### src/design/contact_impulse_resolver_macros.svh
// Assertion macros used by the contact impulse resolver top module.
// They expect a clock named clk and an active-low reset named arst_n in scope.
`ifndef CONTACT_IMPULSE_RESOLVER_MACROS_SVH
`define CONTACT_IMPULSE_RESOLVER_MACROS_SVH

// The consequent must hold in the same cycle as the antecedent.
`define CIR_ASSERT_NOW(label, ante, cons, msg) \
	label: assert property (@(posedge clk) disable iff (!arst_n) (ante) |-> (cons)) \
		else $error(msg);

// The consequent must hold in the cycle after the antecedent.
`define CIR_ASSERT_NEXT(label, ante, cons, msg) \
	label: assert property (@(posedge clk) disable iff (!arst_n) (ante) |=> (cons)) \
		else $error(msg);

`endif

### src/design/cir_pkg.sv
// Shared types, widths and helpers for the contact impulse resolver.
// Used by every module of the block; depends on nothing.
`timescale 1ns / 1ps

package cir_pkg;

	localparam int VEL_W      = 32;
	localparam int MAG_W      = 31;
	localparam int DEN_W      = 32;
	localparam int FRAC_W     = 16;
	localparam int WIDE_W     = 48;
	localparam int MU_W       = 18;
	localparam int COEF_W     = 17;
	localparam int PROD_W     = 2 * MAG_W;
	localparam int SH_W       = PROD_W - FRAC_W;
	localparam int NUM_C_W    = MAG_W + COEF_W;
	localparam int NUM_J_W    = MU_W + DEN_W;
	localparam int NUM_JT_W   = DEN_W + FRAC_W;
	localparam int IN_W       = 224;
	localparam int OUT_W      = 192;
	localparam int CFG_IDX_W  = 3;
	localparam int CFG_DATA_W = 18;
	localparam int DIV_STEPS_DEF = 4;
	localparam int APPLY_LAT  = 3;

	localparam logic [COEF_W-1:0] RESTITUTION_RST = 17'd0;
	localparam logic [MU_W-1:0]   STATIC_MU_RST   = 18'd26214;
	localparam logic [MU_W-1:0]   DYNAMIC_MU_RST  = 18'd13107;
	localparam logic [COEF_W-1:0] CORRECTION_RST  = 17'd13107;
	localparam logic [COEF_W-1:0] SLOP_RST        = 17'd655;
	localparam logic [MU_W-1:0]   Q_ONE           = 18'd65536;

	typedef enum logic [1:0] {
		OUTCOME_APPLIED  = 2'd0,
		OUTCOME_SEPARATE = 2'd1,
		OUTCOME_STATIC   = 2'd2
	} outcome_t;

	typedef enum logic [CFG_IDX_W-1:0] {
		REG_RESTITUTION = 3'd0,
		REG_STATIC_MU   = 3'd1,
		REG_DYNAMIC_MU  = 3'd2,
		REG_CORRECTION  = 3'd3,
		REG_SLOP        = 3'd4
	} cfg_reg_t;

	typedef struct packed {
		logic [COEF_W-1:0] restitution;
		logic [MU_W-1:0]   static_mu;
		logic [MU_W-1:0]   dynamic_mu;
		logic [COEF_W-1:0] correction_percent;
		logic [COEF_W-1:0] penetration_slop;
	} cfg_t;

	typedef struct packed {
		logic              pad;
		logic [MAG_W-1:0]  penetration;
		logic [1:0]        normal_dir;
		logic [MAG_W-1:0]  inv_mass_b;
		logic [MAG_W-1:0]  inv_mass_a;
		logic [VEL_W-1:0]  vel_b_y;
		logic [VEL_W-1:0]  vel_b_x;
		logic [VEL_W-1:0]  vel_a_y;
		logic [VEL_W-1:0]  vel_a_x;
	} in_item_t;

	typedef struct packed {
		logic [VEL_W-1:0] shift_b;
		logic [VEL_W-1:0] shift_a;
		logic [VEL_W-1:0] new_vel_b_y;
		logic [VEL_W-1:0] new_vel_b_x;
		logic [VEL_W-1:0] new_vel_a_y;
		logic [VEL_W-1:0] new_vel_a_x;
	} out_item_t;

	// Per-contact context carried alongside the arithmetic.
	typedef struct packed {
		logic [VEL_W-1:0] va_x;
		logic [VEL_W-1:0] va_y;
		logic [VEL_W-1:0] vb_x;
		logic [VEL_W-1:0] vb_y;
		logic [MAG_W-1:0] ima;
		logic [MAG_W-1:0] imb;
		logic             ax;
		logic             pos;
		logic             sep;
		logic             both_static;
		logic             vt_neg;
		logic             vt_zero;
	} ctx_t;

	function automatic logic signed [WIDE_W-1:0] sext_wide(input logic [VEL_W-1:0] v);
		return signed'({{(WIDE_W-VEL_W){v[VEL_W-1]}}, v});
	endfunction

	function automatic logic signed [WIDE_W-1:0] zext_wide(input logic [SH_W-1:0] m);
		return signed'({{(WIDE_W-SH_W){1'b0}}, m});
	endfunction

	function automatic logic [VEL_W-1:0] sat32(input logic signed [WIDE_W-1:0] v);
		logic [VEL_W-1:0] r;
		if (v[WIDE_W-1:VEL_W-1] == '0 || v[WIDE_W-1:VEL_W-1] == '1) begin
			r = v[VEL_W-1:0];
		end else if (v[WIDE_W-1]) begin
			r = {1'b1, {(VEL_W-1){1'b0}}};
		end else begin
			r = {1'b0, {(VEL_W-1){1'b1}}};
		end
		return r;
	endfunction

endpackage

### src/design/cir_div.sv
// Pipelined restoring divider with a quotient that saturates at 31 bits.
// Several quotient bits per stage; depends on cir_pkg.
`timescale 1ns / 1ps

module cir_div import cir_pkg::*; #(
	parameter int NUM_W = NUM_C_W,
	parameter int STEPS = DIV_STEPS_DEF
) (
	input  logic             clk,
	input  logic             en,
	input  logic [NUM_W-1:0] num,
	input  logic [DEN_W-1:0] den,
	output logic [MAG_W-1:0] quo
);

	localparam int STAGES = (MAG_W + STEPS - 1) / STEPS;
	localparam int HI_W   = NUM_W - MAG_W;

	logic [DEN_W-1:0] rem_s  [STAGES];
	logic [MAG_W-1:0] work_s [STAGES];
	logic [DEN_W-1:0] den_s  [STAGES];
	logic             sat_s  [STAGES];

	for (genvar k = 0; k < STAGES; k++) begin : g_stage
		localparam int LO  = k * STEPS;
		localparam int CNT = (MAG_W - LO < STEPS) ? (MAG_W - LO) : STEPS;

		logic [DEN_W-1:0] src_rem;
		logic [MAG_W-1:0] src_work;
		logic [DEN_W-1:0] src_den;
		logic             src_sat;
		logic [DEN_W-1:0] nxt_rem;
		logic [MAG_W-1:0] nxt_work;

		if (k == 0) begin : g_first
			always_comb begin
				src_rem  = {{(DEN_W-HI_W){1'b0}}, num[NUM_W-1:MAG_W]};
				src_work = num[MAG_W-1:0];
				src_den  = den;
				src_sat  = src_rem >= den;
			end
		end else begin : g_next
			always_comb begin
				src_rem  = rem_s[k-1];
				src_work = work_s[k-1];
				src_den  = den_s[k-1];
				src_sat  = sat_s[k-1];
			end
		end

		always_comb begin
			logic [DEN_W:0] trial;
			logic           qbit;
			nxt_rem  = src_rem;
			nxt_work = src_work;
			for (int i = 0; i < CNT; i++) begin
				trial = {nxt_rem, nxt_work[MAG_W-1]};
				qbit  = trial >= {1'b0, src_den};
				if (qbit) begin
					trial = trial - {1'b0, src_den};
				end
				nxt_rem  = trial[DEN_W-1:0];
				nxt_work = {nxt_work[MAG_W-2:0], qbit};
			end
		end

		always_ff @(posedge clk) begin
			if (en) begin
				rem_s[k]  <= nxt_rem;
				work_s[k] <= nxt_work;
				den_s[k]  <= src_den;
				sat_s[k]  <= src_sat;
			end
		end
	end

	assign quo = sat_s[STAGES-1] ? {MAG_W{1'b1}} : work_s[STAGES-1];

endmodule

### config.mk
export PLATFORM = sky130hd
export DESIGN_NAME = cir_div
export DESIGN_NICKNAME = d
export VERILOG_FILES = /design/src/design/contact_impulse_resolver_macros.svh /design/src/design/cir_pkg.sv /design/src/design/cir_div.sv
export SDC_FILE = /design/constraint.sdc
export NUM_CORES = 2
export LEC_CHECK = 0
export BUFFER_PORTS_ARGS = -buffer_cell sky130_fd_sc_hd__buf_2
export CAP_MARGIN = 20
export CORE_ASPECT_RATIO = 1.1
export CORE_MARGIN = 2
export CORE_UTILIZATION = 55
export DETAILED_ROUTE_END_ITERATION = 8
export PLACE_DENSITY = 0.7
export RECOVER_POWER = 25
export SYNTH_ARGS = -nofsm -noshare
export SYNTH_HDL_FRONTEND = slang
export SYNTH_SLANG_ARGS = --single-unit
### constraint.sdc
create_clock -name clk -period 15.3 [get_ports clk]
set_input_delay 2.295 -clock clk [delete_from_list [all_inputs] [get_ports clk]]
set_output_delay 2.295 -clock clk [all_outputs]
set_load 0.005 [all_outputs]
**Word-level counts from Yosys, hierarchy flattened**

Memories as Yosys holds them, arrays and structs flattened.
Cells that the tools add are included.

- Add/sub/neg operators: 31
- Order comparisons: 32
- Muxes and demuxes: 34

Operator list:

| cell | count |
|---|---|
| $mux W32 | 31 |
| $ge A33 B32 Y1 | 30 |
| $sub A32 B32 Y32 | 30 |
| $ge A17 B32 Y1 | 1 |
| $ge A18 B32 Y1 | 1 |
| $sub A18 B32 Y32 | 1 |
| $mux W31 | 1 |
| $mux W1 | 2 |

- Bits in registers: 0
- RAM bits: 768
- Bits of input ports: 82
- Output and inout port bits: 31
- Word-level logic and storage cells: 101
- Memories kept: 4

Memories:

| memory | words | width | read ports | clocked after Yosys merged registers in | write ports | line | source |
|---|---|---|---|---|---|---|---|
| den_s | 8 | 32 | 7 | 0 | 8 | cir_div.sv:21 | `logic [DEN_W-1:0] den_s [STAGES];` |
| rem_s | 8 | 32 | 7 | 0 | 8 | cir_div.sv:19 | `logic [DEN_W-1:0] rem_s [STAGES];` |
| work_s | 8 | 31 | 8 | 0 | 8 | cir_div.sv:20 | `logic [MAG_W-1:0] work_s [STAGES];` |
| sat_s | 8 | 1 | 8 | 0 | 8 | cir_div.sv:22 | `logic sat_s [STAGES];` |

**Depth between registers and ports, before layout**

An unclocked memory read counts as a cell.

- Depth in word-level cells: 9
- Gate-level depth with buffers: 58
- Mapped depth without buffers: 52

**Worst setup path after synthesis**

OpenSTA, ideal clock, no wires.

- Path kind: input -> register
- From: in num[30]
- To: mem rem_s[0][12] (data pin)
- Setup time: 0.260 ns
- Arrival time: 12.867 ns
- Path slack: 2.173 ns
- Stages on the path: 55
- Cell sequence: inv_1 -> ha_1 -> inv_1 -> fa_1 -> a21oi_1 -> o221ai_1 -> or4b_1 -> a211oi_1 -> o21bai_1 -> clkbuf_1 -> nor2_1 -> a21oi_1 -> inv_1 -> ha_1 -> and4_1 -> a21oi_1 -> o211ai_1 -> a2111oi_0 -> [... 19 more ...] -> buf_1 -> nor2_1 -> a21oi_1 -> ha_1 -> clkbuf_1 -> nand4_1 -> or3_1 -> o21ai_1 -> o21ai_0 -> a32o_1 -> a311o_1 -> a311oi_1 -> nand2_1 -> nand2_1 -> nor2_1 -> inv_2 -> buf_2 -> mux2_2

RTL lines:

| item | line | source |
|---|---|---|
| start, declared | cir_div.sv:11 | `input logic [NUM_W-1:0] num,` |
| end, declared | cir_div.sv:19 |  |

==> summary.txt <==
Setup path
  • Critical path buffer and inverter count: 7
  • Data arrival, critical path: 15.03 ns
  • Startpoint types: flip-flop
  • WS Path Type: reg2reg
  • CP max FO: 32
  • Critical path's top delay family: compound AO/OA/AOI/OAI gates
  • Slowest CP cell: or3_2
  • Worst path required time: 15.76 ns
  • Crit. End Element: flip-flop
  • Crit-path max cell delay: 0.68 ns

STA
  • Slew at the pin with the worst max-slew slack: 1.061 ns
  • Achievable Freq: 0.06863 GHz
  • Rel. slew slack: 28.34%
  • Final Skew: 0.04505 ns
  • RSZ-0062 raised after global routing: false
  • Max Slew Vio Count: 0
  • Final worst path period share: 95.24%
  • Crit path time final: 14.57 ns
  • Final setup viols: 0
  • Post-route setup TNS: 0 ns
  • Setup ws final: 0.7283 ns
  • Final hold violations: 0

Global routing
  • First-pass GRT wire length: 373700 µm
  • Initial antenna violation count: 8
  • GRT overflow: 0
  • Number of global-route vias before repair: 67980
  • Largest net degree at the start of global routing: 176
  • GRT Util Overall: 31.53%

Yosys
  • Seq/Total Area, Yosys: 26.02%
  • Synth top area share: 26.02%
  • Net Count, Synth: 10230
  • Syn. warnings: 0
  • Yosys reg bits: 704
  • Synth Cell Area: 0.08125 mm²
  • Yosys top cell by area: edfxtp_1
  • Ys async rst share: 0%
  • Yosys cell types: 106
  • Synth area leaders: edfxtp_1 26%, ha_1 15%, a21oi_1 6.0%
  • Synth Area per Inst: 8.908 µm²
  • Synth Instances: 9121
  • Post-synth EDFFs: 704
  • Predominant post-synthesis flop cell: edfxtp_1

Die
  • Die Area: 0.1508 mm²
  • Die Span Y: 407.1 µm
  • # rows: 147
  • IO Pins: 113
  • Initial Util: 55.50%
  • Core region area: 0.1464 mm²
  • Horizontal die dimension: 370.5 µm

Clock tree
  • Hold_buf cts: 0
  • Cts bufs inserted: 82
  • Clk Tree Root Cell: clkbuf_16
  • CTS tree: yes
  • Clock sinks: 704
  • CTS clk-pin slew, worst paths: 0.06 ns
  • Worst skew pair latency: 0.75 ns
  • H-tree depth: 3
  • CTS Buffer Depth: 3

Outcome
  • Status: complete, no violations

Place
  • GPL Wtd Cong: 0.9709
  • # port buffers: 112
  • Pre-CTS setup slack: 0.09581 ns
  • Inst Count DP: 11010
  • Post-DP HPWL: 200600 µm

Route
  • Drc violations: 0
  • Vias/cell: 6.306
  • DR iter-0 viols: 5452
  • Antenna-violating nets left: 0
  • Detailed Route WL: 246000 µm
  • Drt first pass iters: 6
  • Via count: 70380
  • WL/cell: 22.04 µm

Cells and area
  • # nets final: 10260
  • Share of cells above drive strength 1: 9.749%
  • Area growth from synthesis to layout: 6.762%
  • Finished Layout Cells: 11160

Run
  • Max Cap Viol: 0

Min path
  • Hold WC Path Type: reg2reg
cell usage after synthesis (27+ instances only):
master    number
nor2b_1      109
o21a_1       143
a21boi_0      27
nor3_1       136
o21ai_0      502
a211oi_1      81
and3_1        74
nand2b_1     100
or2_2         66
nor4_1        43
and2_1        37
clkbuf_1     149
o31a_1        31
mux2_1       177
a31oi_1       92
o21bai_1     126
and4_1        27
mux2_2       428
buf_2         52
fa_1          30
nand4_1      181
nand3_1      183
mux2i_1       52
a211o_1       36
a21o_1       451
a21oi_1      973
nor2_1       597
o31ai_1       46
xor2_1       254
inv_1        576
o211ai_1      53
edfxtp_1     704
nand2_1      545
ha_1         995
xnor2_1      551
or3_1         45
cell usage in the layout (no fill, tap or decap), drive strengths merged, types with 31 or more instances in the layout:
cell    netlist  final
o31a         31     31
o211ai       53     53
nand2b      100    100
a211o        36     36
a21o        451    451
xnor2       551    551
inv         584    601
mux2i        54     54
nor2b       109    109
edfxtp      704    704
o21a        143    143
a21boi       33     33
o31ai        47     47
nand4       181    181
a31oi        93     93
ha          995    995
or3          45     45
nand2       545    545
nor3        137    137
and3         74     74
o21bai      126    126
mux2        618    618
nor2        597    597
nor4         43     43
buf          76    177
xor2        254    254
a211oi       86     86
nand3       184    184
o21ai       522    522
and2         38     38
a21oi       976    976
clkbuf      149     92
or2          67     67
flip-flops by register name, summed over array words and instances (netlist names):
signal and count:
rem_s 224, sat_s 8, work_s 248, den_s 224
path summary, 6_finish.rpt:
kind	endpoint	from	slack, ns	cells past startpoint
max	rem_s[5][18]	den_s[4][1]	0.73	49
min	work_s[0][80]	work_s[0][45]	0.39	0
max reg2reg	rem_s[5][18]	den_s[4][1]	0.73	49
min reg2reg	work_s[0][80]	work_s[0][45]	0.39	0
timing repair:
action / CTS / global route
setup buffers: 0 / 0
gates resized for setup: 0 / 6
endpoints found under the hold margin: 0 / 0
setup endpoints to repair: 0 / 61
worst register-to-register path: cells and delay by family (launching register included):
family | cells | cell delay (ns)
adders and majority gates | 4 | 1.31
buffers and inverters | 7 | 1.38
and+or+nand+nor | 9 | 2.47
DFF | 1 | 0.49
AOI/OAI and AO/OA | 27 | 7.94
muxes | 2 | 0.74
cells by family after synthesis:
| logic type | count (synthesis) | synth area share, % |
|---|---|---|
| buf+inv | 810 | 3.882 |
| flops | 704 | 26.02 |
| xor+xnor | 805 | 8.678 |
| compound gates | 2882 | 22.69 |
| simple gates | 2223 | 13.37 |
| fa+ha+maj | 1025 | 16.06 |
| mux | 672 | 9.300 |
layer usage:
metal	GRT usage [%]	wire, µm
met5	0	19
met4	20.12	17670
met3	3.228	11800
met2	55.22	120100
met1	36.53	96420
area by class of cell:
cell class,instances,area (µm²)
diodes,3,7.507
fillers,13090,59660
multi-input cells,7607,57030
inverters,585,2202
repair buffers,177,1129
clock inverters,56,698.2
flip-flops and latches,704,21140
clock buffers,92,2111
well taps,1937,2424
metrics by stage:
step                area (µm²)  hold WS [ns]  utilization (%)
floorplan                81250        0.4003                -
global placement         83890        0.4000            57.30
detailed placement       83890        0.4045            57.30
CTS                      86700        0.3870            59.22
global route             86740        0.4170            59.24
finish                   86740        0.3919            59.25
Power is left out: the tool's default activity adds up to more than one toggle a clock period on the data nets, which glitch-free logic cannot reach.
