### src/design/contact_impulse_resolver_macros.svh
// Assertion macros used by the contact impulse resolver top module.
// They expect a clock named clk and an active-low reset named arst_n in scope.
`ifndef CONTACT_IMPULSE_RESOLVER_MACROS_SVH
`define CONTACT_IMPULSE_RESOLVER_MACROS_SVH

// The consequent must hold in the same cycle as the antecedent.
`define CIR_ASSERT_NOW(label, ante, cons, msg) \
	label: assert property (@(posedge clk) disable iff (!arst_n) (ante) |-> (cons)) \
		else $error(msg);

// The consequent must hold in the cycle after the antecedent.
`define CIR_ASSERT_NEXT(label, ante, cons, msg) \
	label: assert property (@(posedge clk) disable iff (!arst_n) (ante) |=> (cons)) \
		else $error(msg);

`endif

### src/design/cir_pkg.sv
// Shared types, widths and helpers for the contact impulse resolver.
// Used by every module of the block; depends on nothing.
`timescale 1ns / 1ps

package cir_pkg;

	localparam int VEL_W      = 32;
	localparam int MAG_W      = 31;
	localparam int DEN_W      = 32;
	localparam int FRAC_W     = 16;
	localparam int WIDE_W     = 48;
	localparam int MU_W       = 18;
	localparam int COEF_W     = 17;
	localparam int PROD_W     = 2 * MAG_W;
	localparam int SH_W       = PROD_W - FRAC_W;
	localparam int NUM_C_W    = MAG_W + COEF_W;
	localparam int NUM_J_W    = MU_W + DEN_W;
	localparam int NUM_JT_W   = DEN_W + FRAC_W;
	localparam int IN_W       = 224;
	localparam int OUT_W      = 192;
	localparam int CFG_IDX_W  = 3;
	localparam int CFG_DATA_W = 18;
	localparam int DIV_STEPS_DEF = 4;
	localparam int APPLY_LAT  = 3;

	localparam logic [COEF_W-1:0] RESTITUTION_RST = 17'd0;
	localparam logic [MU_W-1:0]   STATIC_MU_RST   = 18'd26214;
	localparam logic [MU_W-1:0]   DYNAMIC_MU_RST  = 18'd13107;
	localparam logic [COEF_W-1:0] CORRECTION_RST  = 17'd13107;
	localparam logic [COEF_W-1:0] SLOP_RST        = 17'd655;
	localparam logic [MU_W-1:0]   Q_ONE           = 18'd65536;

	typedef enum logic [1:0] {
		OUTCOME_APPLIED  = 2'd0,
		OUTCOME_SEPARATE = 2'd1,
		OUTCOME_STATIC   = 2'd2
	} outcome_t;

	typedef enum logic [CFG_IDX_W-1:0] {
		REG_RESTITUTION = 3'd0,
		REG_STATIC_MU   = 3'd1,
		REG_DYNAMIC_MU  = 3'd2,
		REG_CORRECTION  = 3'd3,
		REG_SLOP        = 3'd4
	} cfg_reg_t;

	typedef struct packed {
		logic [COEF_W-1:0] restitution;
		logic [MU_W-1:0]   static_mu;
		logic [MU_W-1:0]   dynamic_mu;
		logic [COEF_W-1:0] correction_percent;
		logic [COEF_W-1:0] penetration_slop;
	} cfg_t;

	typedef struct packed {
		logic              pad;
		logic [MAG_W-1:0]  penetration;
		logic [1:0]        normal_dir;
		logic [MAG_W-1:0]  inv_mass_b;
		logic [MAG_W-1:0]  inv_mass_a;
		logic [VEL_W-1:0]  vel_b_y;
		logic [VEL_W-1:0]  vel_b_x;
		logic [VEL_W-1:0]  vel_a_y;
		logic [VEL_W-1:0]  vel_a_x;
	} in_item_t;

	typedef struct packed {
		logic [VEL_W-1:0] shift_b;
		logic [VEL_W-1:0] shift_a;
		logic [VEL_W-1:0] new_vel_b_y;
		logic [VEL_W-1:0] new_vel_b_x;
		logic [VEL_W-1:0] new_vel_a_y;
		logic [VEL_W-1:0] new_vel_a_x;
	} out_item_t;

	// Per-contact context carried alongside the arithmetic.
	typedef struct packed {
		logic [VEL_W-1:0] va_x;
		logic [VEL_W-1:0] va_y;
		logic [VEL_W-1:0] vb_x;
		logic [VEL_W-1:0] vb_y;
		logic [MAG_W-1:0] ima;
		logic [MAG_W-1:0] imb;
		logic             ax;
		logic             pos;
		logic             sep;
		logic             both_static;
		logic             vt_neg;
		logic             vt_zero;
	} ctx_t;

	function automatic logic signed [WIDE_W-1:0] sext_wide(input logic [VEL_W-1:0] v);
		return signed'({{(WIDE_W-VEL_W){v[VEL_W-1]}}, v});
	endfunction

	function automatic logic signed [WIDE_W-1:0] zext_wide(input logic [SH_W-1:0] m);
		return signed'({{(WIDE_W-SH_W){1'b0}}, m});
	endfunction

	function automatic logic [VEL_W-1:0] sat32(input logic signed [WIDE_W-1:0] v);
		logic [VEL_W-1:0] r;
		if (v[WIDE_W-1:VEL_W-1] == '0 || v[WIDE_W-1:VEL_W-1] == '1) begin
			r = v[VEL_W-1:0];
		end else if (v[WIDE_W-1]) begin
			r = {1'b1, {(VEL_W-1){1'b0}}};
		end else begin
			r = {1'b0, {(VEL_W-1){1'b1}}};
		end
		return r;
	endfunction

endpackage

### src/design/cir_front.sv
// Front stages: contact decode, relative velocities and divider numerators.
// Two register stages; depends on cir_pkg.
`timescale 1ns / 1ps

module cir_front import cir_pkg::*; (
	input  logic                clk,
	input  logic                en,
	input  in_item_t            item,
	input  cfg_t                cfg,
	output ctx_t                ctx_s2,
	output logic [DEN_W-1:0]    imsum_s2,
	output logic [NUM_C_W-1:0]  num_c_s2,
	output logic [NUM_J_W-1:0]  num_j_s2,
	output logic [NUM_JT_W-1:0] num_jt_s2
);

	ctx_t             ctx_d;
	logic [VEL_W-1:0] va_n, vb_n, va_t, vb_t;
	logic signed [VEL_W+1:0] diff, vn, nvn;
	logic signed [VEL_W:0]   vt, avt_w;
	logic [DEN_W-1:0] imsum_d;
	logic [MAG_W-1:0] pen_d;

	ctx_t             ctx_s1;
	logic [DEN_W-1:0] imsum_s1;
	logic [MAG_W-1:0] pen_s1;
	logic [DEN_W-1:0] negvn_s1;
	logic [DEN_W-1:0] avt_s1;

	always_comb begin
		va_n = item.normal_dir[1] ? item.vel_a_y : item.vel_a_x;
		vb_n = item.normal_dir[1] ? item.vel_b_y : item.vel_b_x;
		va_t = item.normal_dir[1] ? item.vel_a_x : item.vel_a_y;
		vb_t = item.normal_dir[1] ? item.vel_b_x : item.vel_b_y;
		diff = signed'({{2{vb_n[VEL_W-1]}}, vb_n}) - signed'({{2{va_n[VEL_W-1]}}, va_n});
		vn   = item.normal_dir[0] ? diff : -diff;
		nvn  = -vn;
		vt   = signed'({vb_t[VEL_W-1], vb_t}) - signed'({va_t[VEL_W-1], va_t});
		avt_w = vt[VEL_W] ? -vt : vt;
		imsum_d = {1'b0, item.inv_mass_a} + {1'b0, item.inv_mass_b};
		if (item.penetration > {{(MAG_W-COEF_W){1'b0}}, cfg.penetration_slop}) begin
			pen_d = item.penetration - {{(MAG_W-COEF_W){1'b0}}, cfg.penetration_slop};
		end else begin
			pen_d = '0;
		end
		ctx_d.va_x        = item.vel_a_x;
		ctx_d.va_y        = item.vel_a_y;
		ctx_d.vb_x        = item.vel_b_x;
		ctx_d.vb_y        = item.vel_b_y;
		ctx_d.ima         = item.inv_mass_a;
		ctx_d.imb         = item.inv_mass_b;
		ctx_d.ax          = item.normal_dir[1];
		ctx_d.pos         = item.normal_dir[0];
		ctx_d.sep         = !vn[VEL_W+1] && (vn != '0);
		ctx_d.both_static = imsum_d == '0;
		ctx_d.vt_neg      = vt[VEL_W];
		ctx_d.vt_zero     = vt == '0;
	end

	always_ff @(posedge clk) begin
		if (en) begin
			ctx_s1   <= ctx_d;
			imsum_s1 <= imsum_d;
			pen_s1   <= pen_d;
			negvn_s1 <= nvn[DEN_W-1:0];
			avt_s1   <= avt_w[DEN_W-1:0];
		end
	end

	always_ff @(posedge clk) begin
		if (en) begin
			ctx_s2    <= ctx_s1;
			imsum_s2  <= imsum_s1;
			num_c_s2  <= NUM_C_W'(pen_s1) * NUM_C_W'(cfg.correction_percent);
			num_j_s2  <= NUM_J_W'({1'b0, cfg.restitution} + Q_ONE) * NUM_J_W'(negvn_s1);
			num_jt_s2 <= {avt_s1, {FRAC_W{1'b0}}};
		end
	end

endmodule

### config.mk
export PLATFORM = sky130hd
export DESIGN_NAME = cir_front
export DESIGN_NICKNAME = d
export VERILOG_FILES = /design/src/design/contact_impulse_resolver_macros.svh /design/src/design/cir_pkg.sv /design/src/design/cir_front.sv
export SDC_FILE = /design/constraint.sdc
export NUM_CORES = 2
export LEC_CHECK = 0
export BUFFER_PORTS_ARGS = -buffer_cell sky130_fd_sc_hd__buf_4
export CAP_MARGIN = 5
export CORE_MARGIN = 8
export CORE_UTILIZATION = 35
export CTS_BUF_LIST = sky130_fd_sc_hd__clkbuf_2 sky130_fd_sc_hd__clkbuf_4 sky130_fd_sc_hd__clkbuf_8
export DETAILED_ROUTE_END_ITERATION = 7
export GPL_TIMING_DRIVEN = 0
export SYNTH_ARGS = -nofsm -noshare
export SYNTH_HDL_FRONTEND = slang
export SYNTH_SLANG_ARGS = --single-unit
### constraint.sdc
create_clock -name clk -period 14.1 [get_ports clk]
set_clock_uncertainty 0.15 [all_clocks]
set_input_delay 1.41 -clock clk [delete_from_list [all_inputs] [get_ports clk]]
set_output_delay 1.41 -clock clk [all_outputs]
set_load 0.01 [all_outputs]
==> Yosys cells after proc, flatten, opt, wreduce, memory -nomap -nowiden <==
Cells that the tools add are included.
{ "word_totals": {"wordCells": 54, "ff_bits": 681, "rom_bits": 0, "in_bits": 313, "mem_count": 0, "output_inout_bits": 374, "latchBits": 0, "ram_bits": 0} }
{ "op_classes": {"magnitude_cmp": 1, "n_bitwise": 0, "mul": 2, "n_div": 0, "shift": 0, "n_eq_ne": 0, "n_mux": 6, "n_addsub": 8, "n_reduce_logical": 5} }
{ "op_table": {"columns": ["cell", "n"], "rows": [
  ["two-way mux 32 bit", 5],
  ["subtractor 32 x 32 -> 33 bit", 2],
  ["negation 32 bit", 2],
  ["multiplier 18 x 32 -> 50 bit", 1],
  ["multiplier 31 x 17 -> 48 bit", 1],
  ["two-way mux 34 bit", 1],
  ["negation 33 -> 34 bit", 1],
  ["nonzero test 34 bit", 1],
  ["logical NOT 33 bit", 1],
  ["adder 31 x 31 -> 32 bit", 1],
  ["logical NOT 32 bit", 1],
  ["> comparator 31 x 17 -> 1 bit", 1],
  ["subtractor 31 x 17 -> 31 bit", 1],
  ["adder 17 x 17 -> 18 bit, second input constant", 1],
  ["logical AND 1 bit", 1],
  ["logical NOT 1 bit", 1]
]} }

==> Logic depth before layout (Yosys ltp) <==
{ "depth": {"word_depth": 6, "depth_mapped": 29, "depth_no_buf": 28} }

==> Least setup slack after synthesis <==
Ideal clock, no wire load.
{ "synth_timing": {"path_kind": "input -> register", "startpoint": "input port cfg[86] (netlist name)", "endpoint": "register num_j_s2[46] (data pin)", "n_path_buf": 3, "setup_ps": 266, "cell_stages": 27, "slack_ps": 6022, "arrival_time_ps": 7662, "required_ps": 13684, "cell_sequence": "clkbuf_1 -> clkbuf_1 -> mux2_2 -> ha_1 -> clkbuf_1 -> fa_1 -> fa_1 -> fa_1 -> fa_1 -> inv_1 -> fa_1 -> inv_1 -> ha_1 -> a21o_1 -> a21o_1 -> a21oi_1 -> o21ai_0 -> nor3_1 -> nand3_1 -> a311o_1 -> a21oi_1 -> nor2_1 -> a211oi_1 -> nor3_1 -> nor4b_1 -> nor3_1 -> xor2_1"} }
{ "synth_via": {"elab_chain_len": 2} }
{ "synth_lines": {"columns": ["element", "line_no", "text"], "rows": [
  ["start, declared", "cir_front.sv:9", "input cfg_t cfg,"],
  ["adder 17 x 17 -> 18 bit", "cir_front.sv:75", "num_j_s2 <= NUM_J_W'({1'b0, cfg.restitution} + Q_ONE) * NUM_J_W'(negvn_s1);"],
  ["multiplier 18 x 32 -> 50 bit", "cir_front.sv:75", null],
  ["end signal, assigned", "cir_front.sv:75", null],
  ["end, declared", "cir_front.sv:13", "output logic [NUM_J_W-1:0] num_j_s2,"]
]} }
Every way passes these cells.
A chain may end at the register's enable or synchronous reset.

==> Final worst setup path <==
{ "layout_timing": {"startpoint": "register negvn_s1[10]", "endpoint": "register num_j_s2[46] (data pin)"} }
{ "layout_via": {"elab_chain_len": 1} }
{ "layout_lines": {"columns": ["element", "line_no", "text"], "rows": [
  ["start, declared", "cir_front.sv:27", "logic [DEN_W-1:0] negvn_s1;"],
  ["start signal, assigned", "cir_front.sv:65", "negvn_s1 <= nvn[DEN_W-1:0];"],
  ["multiplier 18 x 32 -> 50 bit", "cir_front.sv:75", null]
]} }
Every way passes these cells.

==> results.md <==
Route:
- The post-route antenna net violation count is 0.
- The routed wire length is about 200 mm.
- The detailed router placed ~47,000 vias in this run.
- The iteration count of the initial detailed-routing pass is 6.
- Dividing the detail-routed wire length by the instance count gives approximately 21 um.
- The DRC violation count after routing is 0.
- The detailed router finished its first iteration with 3,289 violations.
- The vias per cell is 4.91.

Timing:
- Setup repair after global routing left no endpoint under its margin.
- The number of failing hold endpoints at the final stage came to 0.
- In the finished design, the share of the clock period the worst path needs comes to around two thirds.
- The worst path in the final design needs a cycle of 9.65 ns, including I/O delays and setup.
- Headroom to the max-slew limit came out at between 20 and 25%.
- The number of max-slew violations in the final report is 0.
- Setup total negative slack on the finished layout was measured at 0 ns.
- The measured slew at the worst slew-check pin is approximately 1.1 ns.
- Setup violations remaining at the end of the flow were counted as 0.
- The timing-limited maximum frequency is 104 MHz.

Global routing:
- The total track usage is 19.6%.
- The first-pass GRT wire length is 296 mm.
- The number of antenna violations at the first check in global routing is 30.
- Entering global routing, the biggest net connects 118 pins.
- The total overflow left after global routing is 0.
- The number of global-route vias before repair was about 48,000.

Floorplan:
- The number of top-level pins is 687.
- In this run the vertical extent of the chip is between 400 and 500 um.
- Row generation in the floorplan step produced around 160 rows.
- For this configuration, the core starts out at a cell density of between 30% and 40%.
- The die covers 0.199 mm^2.
- From left edge to right edge, the die measures about 450 um.
- The region available for standard cell placement spans around 0.18 mm^2.

Run:
- Max-cap violations in this run came to 0.

Yosys:
- The count of cell types in the netlist is 86.
- Summed over all instances, the cell type with the most area after synthesis is sky130_fd_sc_hd__edfxtp_1.
- Counting flops with a built-in enable in the synthesized netlist gives 681.
- The netlist area before placement is between 0.06 and 0.07 mm^2.
- The warning count from the yosys run is 0.
- The most used flip-flop cell after synthesis is sky130_fd_sc_hd__edfxtp_1.
- Synthesis produced 6,112 cells.
- Yosys attributes the largest share of cell area to sky130_fd_sc_hd__edfxtp_1 (32%), sky130_fd_sc_hd__fa_1 (27%), sky130_fd_sc_hd__ha_1 (7.6%).
- Counting flops and latches in the post-synthesis netlist gives just under 700.
- The share of the Yosys chip area taken by registers is a little under a third.
- The async set or reset register ratio after synthesis is 0%.
- The share of the synthesized area in the top cell type is a little under a third.
- The synthesized area divided by synthesized cell count is 10.6 um^2.

CTS:
- The cell at the root of the clock tree is sky130_fd_sc_hd__clkbuf_8.
- The maximum level of the CTS H-tree is 3.
- The tree built by TritonCTS fans out to roughly 680 sinks.
- The clock-pin transition on the worst setup and hold timing paths is 0.06 ns.
- After clock tree synthesis, the repair step resized 0 gates.
- The source-to-sink clock delay at the later pin of the worst-skew pair is roughly 0.94 ns.
- Post-CTS timing repair inserted 0 buffers for setup.
- The number of hold buffers added after cts is 0.
- TritonCTS built the clock tree.
- The number of buffers created by CTS is approximately 120.
- In this run the deepest clock path goes through 3 buffers.

Cells and area:
- For this run, the post-layout net count is 8,478.
- Fill cells in the final layout number approximately 18,000.
- The layout overhead on the synthesized area is 16.4%.
- The share of cells above drive strength 1 is roughly 14%.

Critical path:
- The endpoint type of the worst setup path is a flop.
- The category of the most critical setup path is flop to flop.
- The data arrival time at the worst-slack endpoint is approximately 10 ns.
- Of all nets on the critical path, the largest fanout is 10.
- The required time of the worst setup path is 14.58 ns.
- The critical path launch point type is a flop.

Outcome:
- The flow ran to the end, and the final reports show no timing, DRC or antenna violations.

Place:
- The count of buffers from port buffering is 632.
- Once detailed placement completed, the half-perimeter wirelength came to around 160 mm.
- The congestion estimate from routability-driven global placement came to 0.958.

Hold path:
- The worst hold path belongs to the class flop to flop.
state kept, by name, summed over array words and instances (netlist names):
signal / cells
ctx_s1: 196
ctx_s2: 196
num_j_s2: 50
num_c_s2: 48
avt_s1: 32
imsum_s1: 32
imsum_s2: 32
negvn_s1: 32
num_jt_s2: 32
pen_s1: 31
worst paths after layout:
kind,from,to,slack (ns),depth (start not counted)
setup reg to reg,negvn_s1[10]$_DFFE_PP_,num_j_s2[46]$_DFFE_PP_,4.45,26
setup / recovery,negvn_s1[10]$_DFFE_PP_,num_j_s2[46]$_DFFE_PP_,4.45,26
hold reg to reg,ctx_s1[19]$_DFFE_PP_,ctx_s2[19]$_DFFE_PP_,0.22,0
hold / removal,ctx_s1[19]$_DFFE_PP_,ctx_s2[19]$_DFFE_PP_,0.22,0
critical path: stages, from the launching register on:
cell and delay [ns]:
sky130_fd_sc_hd__edfxtp_1 0.33, sky130_fd_sc_hd__clkbuf_1 0.51, sky130_fd_sc_hd__clkbuf_1 0.52, sky130_fd_sc_hd__nand2_1 0.15, sky130_fd_sc_hd__fa_1 0.57, sky130_fd_sc_hd__fa_1 0.52, sky130_fd_sc_hd__fa_1 0.51, sky130_fd_sc_hd__inv_1 0.05
sky130_fd_sc_hd__fa_1 0.50, sky130_fd_sc_hd__fa_1 0.50, sky130_fd_sc_hd__inv_1 0.06, sky130_fd_sc_hd__fa_1 0.54, sky130_fd_sc_hd__inv_1 0.07, sky130_fd_sc_hd__ha_1 0.33, sky130_fd_sc_hd__and3_1 0.21, sky130_fd_sc_hd__a32oi_1 0.19
sky130_fd_sc_hd__o21ai_0 0.29, sky130_fd_sc_hd__o31ai_1 0.67, sky130_fd_sc_hd__nand3_1 0.30, sky130_fd_sc_hd__a311o_1 0.36, sky130_fd_sc_hd__a21oi_1 0.32, sky130_fd_sc_hd__nor2_1 0.09, sky130_fd_sc_hd__a211oi_1 0.63, sky130_fd_sc_hd__nor3_1 0.18
sky130_fd_sc_hd__nor4b_1 0.29, sky130_fd_sc_hd__nor3_1 0.10, sky130_fd_sc_hd__xor2_1 0.42
metrics by stage:
stage / setup slack [ns] / area, um^2 / utilization [%] / hold slack [ns] / instances
2_1_floorplan: 6.02 / 64800 / - / 0.250 / 6127
3_3_place_gp: 3.69 / 72700 / 39.3 / 0.250 / 9239
3_5_place_dp: 3.64 / 72900 / 39.5 / 0.255 / 9246
4_1_cts: 4.37 / 75300 / 40.8 / 0.201 / 9466
5_1_grt: 3.81 / 75300 / 40.8 / 0.227 / 9477
6_report: 4.45 / 75300 / 40.8 / 0.224 / 9482
layer usage:
| layer | global-route usage [%] | vias to the layer above | share of wire (%) |
|---|---|---|---|
| met3 | 4.01 | 381 | 6.7 |
| met1 | 24.0 | 23500 | 40 |
| met5 | 0 | - | 0.040 |
| met4 | 8.83 | 14 | 4.9 |
| met2 | 33.3 | 1538 | 49 |
| li1 | - | 21100 | - |
area by class of cell:
type / count / area (um^2) / area share (%)
clock inverters: 61 / 513 / 0.681
multi-input cells: 4000 / 38900 / 51.6
diodes: 16 / 40.0 / 0.0531
plain buffers: 278 / 1110 / 1.47
flip-flops and latches: 681 / 20400 / 27.1
clock buffers: 159 / 1940 / 2.57
well taps: 2480 / 3100 / 4.12
repair buffers: 639 / 4940 / 6.56
inverters: 1168 / 4380 / 5.82
cells in the mapped netlist, drive strengths merged (6+ instances only):
cell type,instances
xnor2,176
a21o,93
edfxtp,681
nor2b,40
mux2,96
o211ai,17
o21ai,113
or3,18
xor2,79
nor3,56
nand2,774
fa,887
and3,24
nor3b,11
o31ai,18
nand4,30
clkbuf,255
o21bai,21
a31oi,31
or4,14
o21a,35
a21oi,178
a2111oi,8
nand3,47
a221oi,6
a31o,6
nor4b,6
buf,23
inv,1167
and2,391
nor2,168
nand3b,9
a211o,8
o311ai,6
ha,391
a21boi,14
a211oi,21
mux2i,73
nand2b,27
or2,13
nor4,13
cell families (layout without fill, tap and decap cells):
logic type | after synthesis | count (layout) | synth area share (%)
other | 1 | 32 | 0.00579
muxes | 169 | 169 | 2.80
AOI/OAI and AO/OA | 627 | 627 | 6.34
xor gates and xnor gates | 255 | 255 | 3.45
adders and majority gates | 1278 | 1278 | 35.0
DFF | 681 | 681 | 31.6
and+or+nand+nor | 1655 | 1655 | 12.4
buffers and inverters | 1446 | 2305 | 8.48
cell usage in the layout (no fill, tap or decap), types with 14 or more instances in the layout:
cell,Yosys,final
sky130_fd_sc_hd__a211oi_1,20,20
sky130_fd_sc_hd__a21o_1,93,93
sky130_fd_sc_hd__a21oi_1,177,177
sky130_fd_sc_hd__a31oi_1,31,31
sky130_fd_sc_hd__and2_1,391,391
sky130_fd_sc_hd__and3_1,24,24
sky130_fd_sc_hd__buf_4,16,647
sky130_fd_sc_hd__clkbuf_1,255,255
sky130_fd_sc_hd__clkbuf_4,0,40
sky130_fd_sc_hd__clkbuf_8,0,119
sky130_fd_sc_hd__clkinv_1,1,28
sky130_fd_sc_hd__clkinv_2,0,14
sky130_fd_sc_hd__conb_1,1,16
sky130_fd_sc_hd__diode_2,0,16
sky130_fd_sc_hd__edfxtp_1,681,681
sky130_fd_sc_hd__fa_1,887,887
sky130_fd_sc_hd__ha_1,391,391
sky130_fd_sc_hd__inv_1,1167,1167
sky130_fd_sc_hd__mux2_2,96,96
sky130_fd_sc_hd__mux2i_1,73,73
sky130_fd_sc_hd__nand2_1,774,774
sky130_fd_sc_hd__nand2b_1,27,27
sky130_fd_sc_hd__nand3_1,47,47
sky130_fd_sc_hd__nand4_1,30,30
sky130_fd_sc_hd__nor2_1,168,168
sky130_fd_sc_hd__nor2b_1,39,39
sky130_fd_sc_hd__nor3_1,56,56
sky130_fd_sc_hd__o211ai_1,17,17
sky130_fd_sc_hd__o21a_1,35,35
sky130_fd_sc_hd__o21ai_0,108,108
sky130_fd_sc_hd__o21bai_1,21,21
sky130_fd_sc_hd__o31ai_1,18,18
sky130_fd_sc_hd__or3_1,18,18
sky130_fd_sc_hd__or4_1,14,14
sky130_fd_sc_hd__xnor2_1,176,176
sky130_fd_sc_hd__xor2_1,79,79
Power is not shown: default switching activity piles up to over one toggle a cycle in this logic, so the estimate is an artifact.
